## config.mk

```make
export PLATFORM = sky130hd
export DESIGN_NAME = mse_ctrl
export DESIGN_NICKNAME = d
export VERILOG_FILES = /design/src/design/mse_pkg.sv /design/src/design/mse_ctrl.sv
export VERILOG_INCLUDE_DIRS = /design/src /design/src/design
export SDC_FILE = /design/constraint.sdc
export NUM_CORES = 1
export LEC_CHECK = 0
export ABC_AREA = 1
export CORE_MARGIN = 5
export CORE_UTILIZATION = 35
export CTS_BUF_LIST = sky130_fd_sc_hd__clkbuf_4
export CTS_CLUSTER_SIZE = 14
export DETAILED_ROUTE_END_ITERATION = 10
export DONT_BUFFER_PORTS = 1
export PLACE_DENSITY = 0.46
export SLEW_MARGIN = 25
export SYNTH_ARGS = -nofsm -noshare
export SYNTH_HDL_FRONTEND = slang
export SYNTH_SLANG_ARGS = --single-unit
export TNS_END_PERCENT = 5
```

## constraint.sdc

```tcl
create_clock -name clk_i -period 3.1 [get_ports clk_i]
set_clock_uncertainty 0.1 [all_clocks]
set_input_delay 0.62 -clock clk_i [delete_from_list [all_inputs] [get_ports clk_i]]
set_output_delay 0.62 -clock clk_i [all_outputs]
set_load 0.005 [all_outputs]
```

## src/design/merge_sort_engine_macros.svh

```systemverilog
// ----------------------------------------------------------------------------
// Merge sort engine assertion macros
// Shared concurrent assertion wrappers; they compile away under SYNTHESIS.
// ----------------------------------------------------------------------------
`ifndef MERGE_SORT_ENGINE_MACROS_SVH
`define MERGE_SORT_ENGINE_MACROS_SVH

`ifndef SYNTHESIS
`define MSE_ASSERT(name, clk, rst_n, prop) \
  name: assert property (@(posedge clk) disable iff (!rst_n) prop) \
    else $error("assertion failed");
`define MSE_ASSERT_ALWAYS(name, clk, prop) \
  name: assert property (@(posedge clk) prop) else $error("assertion failed");
`else
`define MSE_ASSERT(name, clk, rst_n, prop)
`define MSE_ASSERT_ALWAYS(name, clk, prop)
`endif

`endif

```

## src/design/mse_pkg.sv

```systemverilog
// ----------------------------------------------------------------------------
// Merge sort engine package
// Default sizes and the command and status bundles between control and data.
// ----------------------------------------------------------------------------
package mse_pkg;

  localparam int CAPACITY_DEF   = 64;
  localparam int DATA_WIDTH_DEF = 32;

  typedef struct packed {
    logic load;
    logic sort_start;
    logic run_start;
    logic read;
    logic merge;
    logic run_next;
    logic pass_next;
    logic out_start;
    logic out_read;
    logic out_load;
    logic clear;
  } mse_cmd_t;

  typedef struct packed {
    logic run_done;
    logic pass_done;
    logic sort_done;
    logic out_done;
  } mse_sts_t;

endpackage

```

## src/design/mse_ctrl.sv

```systemverilog
// ----------------------------------------------------------------------------
// Merge sort engine controller
// Sequences loading, the bottom-up merge passes and the output drain.
// ----------------------------------------------------------------------------
`include "merge_sort_engine_macros.svh"

module mse_ctrl
  import mse_pkg::*;
(
  input  logic     clk_i,
  input  logic     rst_ni,
  input  logic     in_valid_i,
  output logic     in_ready_o,
  input  logic     is_last_i,
  output logic     out_valid_o,
  input  logic     out_ready_i,
  output mse_cmd_t cmd_o,
  input  mse_sts_t sts_i
);

  typedef enum logic [2:0] {
    S_LOAD,
    S_PASS,
    S_RUN,
    S_RD,
    S_MRG,
    S_ORD,
    S_OLD,
    S_OSH
  } state_e;

  state_e   state_q, state_d;
  logic     in_ready_q, in_ready_d;
  logic     out_valid_q, out_valid_d;
  mse_cmd_t cmd;

  always_comb begin
    cmd         = '0;
    state_d     = state_q;
    in_ready_d  = in_ready_q;
    out_valid_d = out_valid_q;
    unique case (state_q)
      S_LOAD: begin
        if (in_valid_i && in_ready_q) begin
          cmd.load = 1'b1;
          if (is_last_i) begin
            cmd.sort_start = 1'b1;
            in_ready_d     = 1'b0;
            state_d        = S_PASS;
          end
        end
      end
      S_PASS: begin
        if (sts_i.sort_done) begin
          cmd.out_start = 1'b1;
          state_d       = S_ORD;
        end else begin
          state_d = S_RUN;
        end
      end
      S_RUN: begin
        if (sts_i.pass_done) begin
          cmd.pass_next = 1'b1;
          state_d       = S_PASS;
        end else begin
          cmd.run_start = 1'b1;
          state_d       = S_RD;
        end
      end
      S_RD: begin
        if (sts_i.run_done) begin
          cmd.run_next = 1'b1;
          state_d      = S_RUN;
        end else begin
          cmd.read = 1'b1;
          state_d  = S_MRG;
        end
      end
      S_MRG: begin
        cmd.merge = 1'b1;
        state_d   = S_RD;
      end
      S_ORD: begin
        cmd.out_read = 1'b1;
        state_d      = S_OLD;
      end
      S_OLD: begin
        cmd.out_load = 1'b1;
        out_valid_d  = 1'b1;
        state_d      = S_OSH;
      end
      S_OSH: begin
        if (out_ready_i) begin
          out_valid_d = 1'b0;
          if (sts_i.out_done) begin
            cmd.clear  = 1'b1;
            in_ready_d = 1'b1;
            state_d    = S_LOAD;
          end else begin
            state_d = S_ORD;
          end
        end
      end
      default: begin
        state_d = S_LOAD;
      end
    endcase
  end

  always_ff @(posedge clk_i or negedge rst_ni) begin
    if (!rst_ni) begin
      state_q     <= S_LOAD;
      in_ready_q  <= 1'b1;
      out_valid_q <= 1'b0;
    end else begin
      state_q     <= state_d;
      in_ready_q  <= in_ready_d;
      out_valid_q <= out_valid_d;
    end
  end

  assign cmd_o       = cmd;
  assign in_ready_o  = in_ready_q;
  assign out_valid_o = out_valid_q;

  `MSE_ASSERT_ALWAYS(a_no_overlap, clk_i, !(in_ready_o && out_valid_o))
  `MSE_ASSERT(a_end_reloads, clk_i, rst_ni, (out_valid_o && out_ready_i && sts_i.out_done) |=> in_ready_o)

endmodule

```

==> results of run 1 <==
placed cells by master (no fill, tap or decap), drive strengths merged:
cell / n
a21oi: 1
clkbuf: 4
dfrtp: 4
dfstp: 1
dlygate4sd3: 1
inv: 13
nand2: 9
nand3: 8
nand3b: 1
nand4: 2
nor2: 15
nor3: 3
o211ai: 1
o21ai: 1
sequential cells by signal, summed over array words and instances (netlist names):
signal	count
out_valid_o	1
state_q	3
in_ready_o	1
layout make-up:
type                    count  area (um2)
multi-input cells          41       266.5
fillers                   158       788.3
inverters                  13       61.31
clock buffers               4       30.03
flip-flops and latches      5       126.4
repair buffers              1       10.01
well taps                  15       18.77
cell families after synthesis:
kind of cell | after synthesis | share of synthesized area
flip-flops | 5 | 0.2610
AND/OR/NAND/NOR | 38 | 0.5039
buffers and inverters | 16 | 0.1886
AO/OA/AOI/OAI | 3 | 0.04649
final timing paths:
| check | from | to | depth (start not counted) |
|---|---|---|---|
| min in group clk_i | in_ready_o$_DFFE_PN1P_ | in_ready_o$_DFFE_PN1P_ | 2 |
| hold / removal | rst_ni | in_ready_o$_DFFE_PN1P_ | 0 |
| setup / recovery | state_q[1]$_DFFE_PN0P_ | cmd_o[0] | 4 |
| max in group asynchronous | rst_ni | state_q[0]$_DFFE_PN0P_ | 1 |
| hold reg to reg | in_ready_o$_DFFE_PN1P_ | in_ready_o$_DFFE_PN1P_ | 2 |
| setup reg to reg | state_q[0]$_DFFE_PN0P_ | state_q[2]$_DFFE_PN0P_ | 4 |
repair_timing:
action	CTS	global route
setup endpoints to repair	0	0
endpoints found under the hold margin	4	0
hold buffers	1	0
routing by layer:
| layer | wire length, um | global-route usage | vias up |
|---|---|---|---|
| met5 | 0 | 0 | - |
| met3 | 66 | 0.04215 | 0 |
| met4 | 0 | 0.08287 | 0 |
| met1 | 441 | 0.1279 | 168 |
| met2 | 516 | 0.1762 | 13 |
| li1 | - | - | 197 |
worst max-delay path: cells and delay by family (launching register included):
kind                   cells  cell delay, ps
buffers and inverters      1              70
DFF                        1             630
and+or+nand+nor            3             350
power groups by stage:
stage               clock [mW]  combinational (mW)  sequential (mW)
finish                  0.0837               0.260            0.198
global route            0.0896               0.296            0.208
CTS                     0.0862               0.264            0.200
detailed placement           0               0.265            0.198
global placement             0               0.268            0.200
floorplan                    0               0.328            0.123
through the flow:
step / area [um2] / std cells / util / power [mW]
after detailed placement: 473.0 / 74 / 0.3635 / 0.4632
after floorplan: 484.2 / 62 / - / 0.4504
after global placement: 473.0 / 74 / 0.3635 / 0.4674
after global routing: 513.0 / 79 / 0.3942 / 0.5936
final: 513.0 / 79 / 0.3942 / 0.5418
after CTS: 513.0 / 79 / 0.3942 / 0.5505
==> impl_metrics.yaml, run 1 <==
run_status:
  status: "complete, no violations"
timing:
  final_hold_viol_count: 0
  drv_slew: 0
  fmax_ghz: 0.4959
  setup_viol: 0
  finalWorstSetupSlack_ps: 1084
  layout_min_cycle_time_ps: 2016
  worst_slew_pin_slew_ps: 470.7
  hold_slack_ps: 122.8
  rsz0062_at_grt: "no"
  max_slew_margin: 0.6862
  setup_tns_ps: 0
  period_share: 0.6504
yosys:
  synth_most_common_cell: "inv_1"
  syn_area_per_cell_um2: 7.810
  synthTopCellsByCount: "inv_1, nor2_1, nand2_1"
  yosysTopAreaCell: "dfrtp_1"
  synth-async-reset-ratio: 1.000
  ys_seq_area_frac: 0.2610
  synth_top_area_frac: 0.2067
  syn_area_um2: 484.2
  synth-seq-cells: 5
  synthCells: 62
  synth_warnings: 0
  synth_edf_count: 0
  synth_nets: 71
  ys_types: 23
  synth.area.top_cells: "dfrtp_1, inv_1, nor2_1"
  ys.flop_type: "dfrtp_1"
route:
  drt_pass1_iterations: 2
  ant_nets: 0
  avgRoutedWirePerCell_um: 12.96
  wl_um: 1024
  vias: 378
  viasPerCell: 4.785
  drc_errors: 0
  drt_iter0_drc: 1
pwr:
  ir_drop_mv: 0.4091
  p_sw_frac: 0.5102
  clkPwrFrac: 0.154
  leakagePower_nw: 0.2665
  power_frac_seq: 0.366
  p_sw_mw: 0.2764
  powerDensity_nw_per_um2: 1056
  pwr-share-comb: 0.479
  intPower_mw: 0.2653
placed_design:
  dpl.hpwl_um: 851.2
  globalplace.congestion: 0.7158
  numPortBuffers: 0
  dp_slack_ps: 1324
worst_setup_path:
  crit_arrival_ps: 1300
  worst_setup_path_start_kind: "flip-flop"
  crit_chain: "nand2_4 > nor3_2 > nand2_1 > inv_1"
  crit_fanout: 9
  cp_slowest_cell: "dfrtp_1"
  endpoint_kind: "output port"
  required_ps: 2380
  r2r_slack_ps: 1750
  cpPeakStageDelay_ps: 630
  timing_worst_setup_path_type: "reg -> out"
clocking:
  postCtsSetupBuffers: 0
  cts.path.max_buffers: 2
  clk_latency_ps: 240
  htreeDepth: 1
  cts_buffers: 3
  clk_pin_slew_worst_paths_ps: 40
  cts_tree: "built"
  cts.sinks: 5
  ctsResizeCount: 0
  cts_root_buf: "clkbuf_4"
floorplanning:
  start_util: 0.3721
  die_h_um: 47.20
  rows: 13
  die_area_um2: 2227
  io_pins: 22
  chipWidth_um: 47.20
  core_area_um2: 1301
cells_and_area:
  insertedDiodeCount: 0
  num-nets-final: 74
  synthToLayoutAreaGrowth_pct: 5.943
  drive_above_1_share: 0.3750
run:
  drv_cap: 0
global_routing:
  grt_pass1_wl_um: 1704
  grt_overflow_total: 0
  grt_antenna_before_repair: 0
  track_usage: 0.1140
  grt_max_degree: 10
  grt_pass1_vias: 397
min_path:
  hp-class: "in -> async"
No activity file was read; power rests on OpenSTA's default activity.
==> run 2, diff against run 1 <==
clock period = 2 ns   (was 3.1 ns; I/O delays follow)
==> impl_metrics.yaml, run 2 (synthesized netlist as in run 1, its figures left out) <==
route:
  drc_errors: 0
  drt_pass1_iterations: 4
  vias: 385
  ant_nets: 0
  avgRoutedWirePerCell_um: 13.03
  viasPerCell: 4.873
  wl_um: 1029
  drt_iter0_drc: 2
floorplanning:
  die_h_um: 47.20
  chipWidth_um: 47.20
  rows: 13
  die_area_um2: 2227
  core_area_um2: 1301
  io_pins: 22
  start_util: 0.3721
clocking:
  htreeDepth: 1
  clk_pin_slew_worst_paths_ps: 40
  cts_root_buf: "clkbuf_4"
  cts.path.max_buffers: 2
  ctsResizeCount: 0
  cts_tree: "built"
  cts.sinks: 5
  cts_buffers: 3
  clk_latency_ps: 250
worst_setup_path:
  worst_setup_path_start_kind: "flip-flop"
  required_ps: 1500
  crit_fanout: 8
  crit_start: "state_q[2]$_DFFE_PN0P_"
  timing.rr.start: "state_q[0]$_DFFE_PN0P_"
  endpoint_kind: "output port"
  timing_worst_setup_path_type: "reg -> out"
  crit_arrival_ps: 1280
cells_and_area:
  synthToLayoutAreaGrowth_pct: 5.943
  largest_reg_flops: 3
  num-nets-final: 74
  layout_commonest_cell: "inv_1"
  insertedDiodeCount: 0
  top_register: "state_q"
  final_cell_mix: "inv_1, nor2_1, nand2_1, nand3_1"
  drive_above_1_share: 0.3750
pwr:
  ir_drop_mv: 0.8478
  leakagePower_nw: 0.2665
  powerDensity_nw_per_um2: 1635
timing:
  layout_min_cycle_time_ps: 1781
  fmax_ghz: 0.5615
  period_share: 0.8905
  finalWorstSetupSlack_ps: 218.9
  setup_tns_ps: 0
  setup_viol: 0
  worst_slew_pin_slew_ps: 439.5
  final_hold_viol_count: 0
  drv_slew: 0
  max_slew_margin: 0.7070
  rsz0062_at_grt: "no"
placed_design:
  numPortBuffers: 0
  dp_slack_ps: 464.0
  dpl.hpwl_um: 861.9
  globalplace.congestion: 0.6903
global_routing:
  grt_overflow_total: 0
  track_usage: 0.1176
  grt_pass1_vias: 372
  grt_pass1_wl_um: 1683
  grt_antenna_before_repair: 0
  grt_max_degree: 10
run:
  drv_cap: 0
run_status:
  status: "complete, no violations"
min_path:
  hp-class: "in -> reg"
  worstHoldStart: "sts_i[0]"
==> run 2: cell counts in the layout (fill, tap and decap cells not counted) <==
Identical to the previous run, type by type.
==> run 2: what timing repair did <==
action,4_1_cts,5_1_grt
endpoints found under the hold margin,5,0
hold buffers,1,0
buffers inserted,0,0
setup endpoints to repair,0,0
==> run 2: final timing paths <==
path                                           to  slack, ps  cells after the start
hold / removal             in_ready_o$_DFFE_PN1P_        180                      2
hold reg to reg            in_ready_o$_DFFE_PN1P_        390                      2
min in group asynchronous  state_q[2]$_DFFE_PN0P_        360                      1
setup reg to reg           state_q[2]$_DFFE_PN0P_        680                      4
setup / recovery                         cmd_o[0]        220                      4
max in group asynchronous  in_ready_o$_DFFE_PN1P_       1180                      1
==> run 2: worst max-delay path, cell delays in order (launching register included) <==
cell,delay [ps]
dfrtp_1,580
inv_8,80
nor3_2,210
nand2_1,90
inv_1,70
==> run 2: power breakdown <==
| group | internal, mW | leakage (nW) | switching [mW] |
|---|---|---|---|
| registers | 0.163 | 0.0564 | 0.137 |
| clock network | 0.0890 | 0.0184 | 0.0421 |
| logic | 0.160 | 0.192 | 0.247 |
| total | 0.412 | 0.266 | 0.427 |
==> run 2: per-layer routing <==
layer,vias to the layer above,global-route usage,part of all wire
met3,5,0.05364,0.099
met5,-,0,0
met2,20,0.1599,0.45
met4,0,0.09945,0.041
li1,197,-,-
met1,163,0.1383,0.40
==> run 2: area by class of cell <==
class                   instances  area, um2
flip-flops and latches          5      126.4
clock buffers                   4      30.03
multi-input cells              41      266.5
repair buffers                  1      10.01
fillers                       155      788.3
inverters                      13      61.31
well taps                      15      18.77
==> run 2: metrics by stage <==
| step | total power [mW] | std cells | cell area (um2) | utilization | hold slack, ps |
|---|---|---|---|---|---|
| after floorplan | 0.6982 | 62 | 484.2 | - | 4.409 |
| after global placement | 0.7186 | 74 | 473.0 | 0.3635 | 4.595 |
| after detailed placement | 0.7127 | 74 | 473.0 | 0.3635 | 4.673 |
| after CTS | 0.8534 | 79 | 513.0 | 0.3942 | 172.9 |
| after global routing | 0.9279 | 79 | 513.0 | 0.3942 | 188.5 |
| final | 0.8386 | 79 | 513.0 | 0.3942 | 175.2 |
